==> src/queue_shortest_path_engine_assert.svh <==
// Assertion macros for the shortest path engine.
// They compile to nothing when SYNTHESIS is defined.
`ifndef QUEUE_SHORTEST_PATH_ENGINE_ASSERT_SVH
`define QUEUE_SHORTEST_PATH_ENGINE_ASSERT_SVH
`ifndef SYNTHESIS
// check a property on every clock edge, skipped while in reset
`define QSPE_ASSERT(lbl, prop) \
   lbl: assert property (@(posedge clock) disable iff (reset) prop) \
      else $error("qspe assertion failed");
// check a property on every clock edge, reset included
`define QSPE_ASSERT_ALWAYS(lbl, prop) \
   lbl: assert property (@(posedge clock) prop) \
      else $error("qspe assertion failed");
`else
`define QSPE_ASSERT(lbl, prop)
`define QSPE_ASSERT_ALWAYS(lbl, prop)
`endif
`endif

==> src/qspe_pkg.sv <==
// ----------------------------------------------------------------------------
// qspe_pkg
// Types and constants shared by the shortest path engine modules.
// ----------------------------------------------------------------------------
`default_nettype none
package qspe_pkg;

   localparam int MAX_NODES  = 1024;
   localparam int NODE_BITS  = 10;
   localparam int MAX_EDGES  = 4096;
   localparam int EDGE_BITS  = 12;
   localparam int LINK_BITS  = 13;
   localparam int CNT_BITS   = 11;
   localparam int DIST_BITS  = 32;
   localparam int WEIGHT_BITS = 16;

   localparam logic [LINK_BITS-1:0] LIST_EMPTY       = 13'd4096;
   localparam logic [CNT_BITS-1:0]  NODE_COUNT_RESET = 11'd1024;
   localparam logic [CNT_BITS-1:0]  NODE_LIMIT       = 11'd1024;
   localparam logic [DIST_BITS-1:0] INF_DIST         = 32'h3f3f3f3f;
   localparam logic [NODE_BITS-1:0] SWEEP_LAST       = 10'd1023;

   typedef enum logic [1:0] {
      OP_CLEAR = 2'd0,
      OP_ADD   = 2'd1,
      OP_RUN   = 2'd2,
      OP_READ  = 2'd3
   } op_type;

   typedef enum logic [1:0] {
      ST_OK       = 2'd0,
      ST_NEG_CYC  = 2'd1,
      ST_FULL     = 2'd2,
      ST_RANGE    = 2'd3
   } status_type;

   typedef enum logic [4:0] {
      S_INIT_SWEEP,
      S_IDLE,
      S_CLR_SWEEP,
      S_RUN_SWEEP,
      S_RUN_SEED,
      S_POP,
      S_POP_W,
      S_U,
      S_EDGE,
      S_EDGE_W,
      S_RELAX,
      S_ADD,
      S_ADD_W,
      S_ADD_LINK,
      S_READ,
      S_READ_W,
      S_DONE
   } state_type;

   typedef struct packed {
      logic [CNT_BITS-1:0]         tally;
      logic                        queued;
      logic                        reached;
      logic signed [DIST_BITS-1:0] dist_val;
   } node_type;

   typedef struct packed {
      logic [LINK_BITS-1:0] first;
      logic [LINK_BITS-1:0] last;
   } list_type;

   typedef struct packed {
      logic [NODE_BITS-1:0]          target;
      logic signed [WEIGHT_BITS-1:0] cost;
   } edge_type;

endpackage
`default_nettype wire

==> src/qspe_relax_unit.sv <==
// ----------------------------------------------------------------------------
// qspe_relax_unit
// Shared adder: candidate distance = node distance + edge cost, saturated
// to the signed 32-bit range.
// ----------------------------------------------------------------------------
`default_nettype none
module qspe_relax_unit (
   input  wire logic signed [qspe_pkg::DIST_BITS-1:0]   dist_u,
   input  wire logic signed [qspe_pkg::WEIGHT_BITS-1:0] cost,
   output logic signed [qspe_pkg::DIST_BITS-1:0]        cand
);
   logic signed [qspe_pkg::DIST_BITS:0] sum;

   always_comb begin
      sum = {dist_u[qspe_pkg::DIST_BITS-1], dist_u}
          + {{(qspe_pkg::DIST_BITS + 1 - qspe_pkg::WEIGHT_BITS)
              {cost[qspe_pkg::WEIGHT_BITS-1]}}, cost};
      // clamp when the top two bits disagree
      if (sum[qspe_pkg::DIST_BITS] != sum[qspe_pkg::DIST_BITS-1]) begin
         cand = sum[qspe_pkg::DIST_BITS] ? {1'b1, {(qspe_pkg::DIST_BITS-1){1'b0}}}
                                         : {1'b0, {(qspe_pkg::DIST_BITS-1){1'b1}}};
      end else begin
         cand = sum[qspe_pkg::DIST_BITS-1:0];
      end
   end
endmodule
`default_nettype wire

==> config.mk <==
export PLATFORM = sky130hd
export DESIGN_NAME = qspe_relax_unit
export DESIGN_NICKNAME = d
export VERILOG_FILES = /design/src/queue_shortest_path_engine_assert.svh /design/src/qspe_pkg.sv /design/src/qspe_relax_unit.sv
export SDC_FILE = /design/constraint.sdc
export NUM_CORES = 1
export LEC_CHECK = 0
export BUFFER_PORTS_ARGS = -buffer_cell sky130_fd_sc_hd__buf_4
export CAP_MARGIN = 0
export CORE_ASPECT_RATIO = 1.5
export CORE_MARGIN = 3
export CORE_UTILIZATION = 30
export DETAILED_ROUTE_END_ITERATION = 10
export GPL_TIMING_DRIVEN = 1
export PLACE_DENSITY = 0.58
export SYNTH_ARGS = -nofsm -noshare
export SYNTH_HDL_FRONTEND = slang
export SYNTH_SLANG_ARGS = --single-unit
==> constraint.sdc <==
create_clock -name vclk -period 11.1
set_input_delay 2.22 -clock vclk [all_inputs]
set_output_delay 2.22 -clock vclk [all_outputs]
set_load 0.01 [all_outputs]
After elaboration in Yosys (flattened, before gate mapping)
Index checks and enable logic that the tools add are counted.
Widths: inputs -> output; s select.
{"block": "word_totals", "regBits": 0, "in_bits": 48, "word_cells": 4, "out_inout_bits": 32}
{"block": "classes", "n_mux": 2, "n_addsub": 1, "n_eq_ne": 1}
{"op": "$mux 32", "n": 2}
{"op": "$add 32x16->33", "n": 1}
{"op": "$ne 1x1->1", "n": 1}

Depth between registers and ports, before layout
Gate-level depths: netlist of the first run.
{"block": "depth", "ltp_word": 3, "depth_mapped": 12, "depth_no_buf": 11}

Least setup slack after synthesis of the first run
No wires, ideal clock.
{"block": "synth_path", "path_type": "input-to-output", "start": "in dist_u[11] (netlist name)", "end": "out cand[23] (netlist name)", "arrival_ns": 4.676, "path_buffers": 2, "t_required_ns": 8.880, "path_stages": 11, "path_slack_ns": 4.204, "cell_sequence": "ha_1 > buf_4 > a21oi_2 > o211ai_1 > a221o_1 > o211a_1 > nand2b_4 > a311oi_4 > nand2_4 > buf_2 > a21oi_1"}
{"block": "synth_via", "elab_chain_len": 3, "elab_cells_between_ends": 4, "cone_classes": "1 x add/sub; 1 x eq/ne; 2 x mux"}
{"element": "from (decl)", "line": "qspe_relax_unit.sv:8", "source": "input wire logic signed [qspe_pkg::DIST_BITS-1:0] dist_u,"}
{"element": "$add 32x16->33 (*)", "line": "qspe_relax_unit.sv:16", "source": "+ {{(qspe_pkg::DIST_BITS + 1 - qspe_pkg::WEIGHT_BITS)"}
{"element": "$mux 32 or $ne 1x1->1 (tied branches)", "line": "qspe_relax_unit.sv:20, qspe_relax_unit.sv:19"}
{"element": "$mux 32 (*)", "line": "qspe_relax_unit.sv:19", "source": "if (sum[qspe_pkg::DIST_BITS] != sum[qspe_pkg::DIST_BITS-1]) begin"}
{"element": "to (decl)", "line": "qspe_relax_unit.sv:10", "source": "output logic signed [qspe_pkg::DIST_BITS-1:0] cand"}
Every way passes the cells marked *; elsewhere a longest branch is shown, timed or not.

Worst setup path after layout of the first run
{"block": "layout_path", "start": "in cost[15] (netlist name)", "end": "out cand[24] (netlist name)"}
{"block": "layout_via", "elab_chain_len": 3, "elab_cells_between_ends": 4, "cone_classes": "1 x add/sub; 1 x eq/ne; 2 x mux"}
{"element": "from (decl)", "line": "qspe_relax_unit.sv:9", "source": "input wire logic signed [qspe_pkg::WEIGHT_BITS-1:0] cost,"}
{"element": "$add 32x16->33 (*)", "line": "qspe_relax_unit.sv:16"}
{"element": "$mux 32 or $ne 1x1->1 (tied branches)", "line": "qspe_relax_unit.sv:20, qspe_relax_unit.sv:19"}
{"element": "$mux 32 (*)", "line": "qspe_relax_unit.sv:19"}
Marked as above.

==> results.toml, run 1 <==
[status]
status = "finished clean"

[die]
die_area_um2 = 8050
die_w_um = 74.3
ios = 80
core_area_um2 = 6620
initial_core_util_pct = 31.7
die_y_um = 108
rows = 36

[finish]
final_common_cell = "buf_4"
fin_nets = 447
design_area_um2 = 2720
clkbuf_count = 0
num_antenna_cells = 0
final_layout_size_suffix_gt1_share_pct = 27.2
final_cell_mix = "80 x buf_4, 42 x a21oi_1, 32 x ha_1, 21 x o21ai_0, 18 x nand2_1"
seqCellArea_um2 = 0
design.seq.count = 0
syn2layout_area_growth_pct = 29.8
multiInputGateArea_um2 = 1980
fillCellCount = 724

[routing]
vias_per_cell = 5.58
routed_wl_um = 6580
post-route-drc-count = 0
avgRoutedWirePerCell_um = 15.0
antenna_left = 0
drt-initial-drc-count = 86
drt_first_pass_iters = 5
vias = 2456

[global_routing]
grt_pass1_vias = 2422
grtUsageTotal_pct = 15.8
overflow = 0
grt_pass1_wl_um = 10700
grt_max_degree = 29
grt_antenna_before_repair = 0

[setup_path]
critPathKind = "input port to output pin"
path_buf_inv = 2
critPathMostFrequentCell = "buf_4"
critPathTopFamily = "compound AO/OA/AOI/OAI gates"
end_kind = "output pin"
crit_path_max_fanout = 23
cp.required_ps = 8880
start_kind = "input port"
crit_start = "cost[15]"
cp_cell_sequence = "buf_4 > ha_1 > and2_1 > a221o_1 > a221oi_2 > nor3_1 > a2111oi_2 > a311oi_4 > nor2_2 > o21ai_0 > buf_4"
cp_slowest_cell = "nor2_2"
arrival_ps = 5900
cpPeakStageDelay_ps = 930

[logic_synthesis]
syn_avg_cell_area_um2 = 7.09
netlist_area_um2 = 2100
syn-num-nets = 377
synthCells = 296
yosys_warnings = 0
yosysUniqueCellTypes = 53
yosysSeqAreaShare_pct = 0

[sta]
fin_crit_sh_pct = 73.2
slew_violations = 0
final-setup-viol-count = 0
rsz0062_at_grt = "false"
relSlewSlack_pct = 22.3
finalHoldViolations = 0
max_freq_ghz = 0.123
tightestPinTransition_ps = 1160
min_period_ps = 8120
tns_ps = 0
layout_setup_ws_ps = 2980

[hold_path]
hold_path.class = "input port to output pin"
min_from = "cost[0]"

[pwr]
p_per_area_nw_per_um2 = 83.4
ir_drop_uv = 28.2
p_leak_nw = 1.26

[placed_design]
port_buffers = 80
pre_cts_ws_ps = 2990
place_congestion = 0.877
place_area_um2 = 2720
dp_hpwl_um = 5480

[job]
cap_violations = 0

[clock_tree]
cts_setup_buffers = 0
cts_resized = 0
cts_hold_buf = 0
[kinds of logic after synthesis]
kind of cell | after synthesis | share of synthesized area, %
xor+xnor | 29 | 12.1
buf+inv | 26 | 5.84
simple gates | 74 | 18.1
fa+ha+maj | 35 | 21.0
compound gates | 132 | 43.0
[power by group]
| group | total, mW | switching [mW] | internal (mW) |
|---|---|---|---|
| sequential | 0 | 0 | 0 |
| combinational | 0.227 | 0.120 | 0.107 |
| clock | 0 | 0 | 0 |
| total | 0.227 | 0.120 | 0.107 |
[metrics by stage]
step / power (mW) / hold WS [ps] / util (%) / instances
after floorplan: 0.143 / 4730 / - / 296
after CTS: 0.228 / 4920 / 41.1 / 440
final: 0.227 / 4910 / 41.1 / 440
after detailed placement: 0.227 / 4910 / 41.1 / 440
after global placement: 0.227 / 4910 / 41.1 / 440
after global routing: 0.250 / 4990 / 41.1 / 440
[cell type report]
class,count,area share [%]
inverters,14,1.93
multi-input cells,270,72.5
well taps,76,3.49
repair buffers,80,22.0
[metal layers]
metal / GRT usage (%) / wire length [µm] / share of wire (%)
met4: 2.42 / 106 / 1.6
met1: 19.0 / 2680 / 41
met5: 0 / 0 / 0
met2: 30.4 / 3390 / 52
met3: 1.02 / 402 / 6.1
[worst paths after layout]
path,to,slack [ps],cells after the start
min,cand[0],4910,5
max,cand[24],2980,11
[cell usage after synthesis (all sizes together), types with 2 or more instances]
cell type | instances | area share [%]
and3 | 3 | 0.89
nand4 | 4 | 1.2
a221o | 2 | 0.95
xnor2 | 16 | 6.7
o21ai | 22 | 5.2
inv | 14 | 2.5
maj3 | 2 | 0.95
xor2 | 13 | 5.4
a31oi | 4 | 1.2
o211ai | 6 | 2.1
a21oi | 53 | 15
o21a | 3 | 1.1
clkbuf | 6 | 1.1
a41oi | 3 | 1.3
nor2b | 3 | 0.89
buf | 6 | 2.3
o221ai | 2 | 0.83
o21bai | 6 | 2.1
a311oi | 3 | 2.1
nor2 | 18 | 3.3
nand2 | 19 | 3.8
a211oi | 5 | 2.0
and2 | 5 | 1.5
ha | 32 | 19
nand2b | 5 | 1.8
nand3 | 6 | 1.4
a21o | 14 | 5.0
nor3 | 5 | 1.2
Power figures use the tool's default switching activity.
==> run 2, diff against run 1 <==
Clock period 11.1 ns to 7.79 ns, I/O delays scaled along.
==> run 2 against run 1 <==
- hold slack lost 1300 ps
- total power is 42% higher
- count of clock-buffer cells in the layout unchanged
- via count decreased by 0.81%
==> results.toml, run 2 (synthesized netlist as in run 1, its figures left out) <==
[pwr]
p_seq_share_pct = 0
p_comb_share_pct = 100.0
ir_drop_uv = 34.4
clkPwrFrac_pct = 0
p_sw_mw = 0.171
p_per_area_nw_per_um2 = 118
p_leak_nw = 1.26
p_sw_share_pct = 52.8
internal-power_mw = 0.152
power_mw = 0.323

[die]
initial_core_util_pct = 31.7
rows = 36
core_area_um2 = 6620
die_y_um = 108
die_area_um2 = 8050
die_w_um = 74.3
ios = 80

[setup_path]
arrival_ps = 4880
cpPeakStageDelay_ps = 550
cp_cell_sequence = "buf_4 > ha_1 > and2_1 > a221o_1 > a221oi_2 > nor3_1 > a2111oi_2 > a311oi_4 > nor2_2 > buf_4 > a21oi_2 > buf_4"
path_buf_inv = 3
start_kind = "input port"
cp.required_ps = 6230
end_kind = "output pin"
critPathMostFrequentCell = "buf_4"
critPathKind = "input port to output pin"
cp_slowest_cell = "nor2_2"
crit_path_max_fanout = 17
critPathTopFamily = "compound AO/OA/AOI/OAI gates"

[placed_design]
dp_hpwl_um = 5510
port_buffers = 80
place_area_um2 = 2730
place_congestion = 0.859
pre_cts_ws_ps = 1310

[global_routing]
grt_max_degree = 29
grt_pass1_wl_um = 10300
grtUsageTotal_pct = 15.3
grt_antenna_before_repair = 0
grt_pass1_vias = 2394
overflow = 0

[finish]
design.seq.count = 0
final_common_cell = "buf_4"
final_cell_mix = "81 x buf_4, 42 x a21oi_1, 32 x ha_1, 21 x o21ai_0, 18 x nand2_1"
syn2layout_area_growth_pct = 30.2
clkbuf_count = 0
design_area_um2 = 2730
final_layout_size_suffix_gt1_share_pct = 27.4
seqCellArea_um2 = 0
num_antenna_cells = 0
fillCellCount = 749
fin_nets = 448

[sta]
fin_crit_sh_pct = 82.7
tightestPinTransition_ps = 699
tns_ps = 0
max_freq_ghz = 0.155
finalHoldViolations = 0
min_period_ps = 6440
rsz0062_at_grt = "false"
layout_setup_ws_ps = 1350
final-setup-viol-count = 0
slew_violations = 0
relSlewSlack_pct = 53.0

[routing]
vias_per_cell = 5.52
post-route-drc-count = 0
drt-initial-drc-count = 78
avgRoutedWirePerCell_um = 14.7
drt_first_pass_iters = 4
antenna_left = 0
vias = 2436
routed_wl_um = 6500

[status]
status = "finished clean"

[hold_path]
hold_path.class = "input port to output pin"
whs_path_depth = 5
min_from = "cost[0]"
hold_end = "cand[0]"

[clock_tree]
cts_hold_buf = 0
cts_resized = 0
cts_setup_buffers = 0

[job]
cap_violations = 0
run 2: routing by layer:
metal	vias to the layer above	GRT usage (%)	wire length, µm
met5	-	0	0
met4	0	2.04	59
met3	6	0.279	404
met2	68	29.7	3430
met1	1101	18.8	2610
li1	1261	-	-
run 2: cell type report:
cell class         count  area [µm²]  area share [%]
inverters             14        52.6            1.92
repair buffers        81         608            22.3
multi-input cells    270        1980            72.3
well taps             76        95.1            3.48
run 2: worst max path at each step:
stage | cells after the start | endpoint | startpoint | slack, ps
CTS | 12 | cand[15] | cost[15] | 1300
detailed placement | 12 | cand[15] | cost[15] | 1310
floorplan | 11 | cand[23] | dist_u[11] | 2220
global route | 12 | cand[19] | cost[15] | 1050
finish | 12 | cand[15] | cost[15] | 1350
global placement | 12 | cand[22] | cost[15] | 1410
run 2: through the flow:
step           cells  utilization [%]  hold slack (ps)
6_report         441             41.3             3620
5_1_grt          441             41.3             3630
4_1_cts          441             41.3             3610
3_5_place_dp     441             41.3             3610
3_3_place_gp     441             41.3             3630
2_1_floorplan    296                -             3400
run 2: power by group through the flow:
| stage | Combinational [mW] | Clock [mW] | Sequential, mW |
|---|---|---|---|
| 6_report | 0.323 | 0 | 0 |
| 5_1_grt | 0.355 | 0 | 0 |
| 4_1_cts | 0.327 | 0 | 0 |
| 3_5_place_dp | 0.326 | 0 | 0 |
| 3_3_place_gp | 0.324 | 0 | 0 |
| 2_1_floorplan | 0.203 | 0 | 0 |
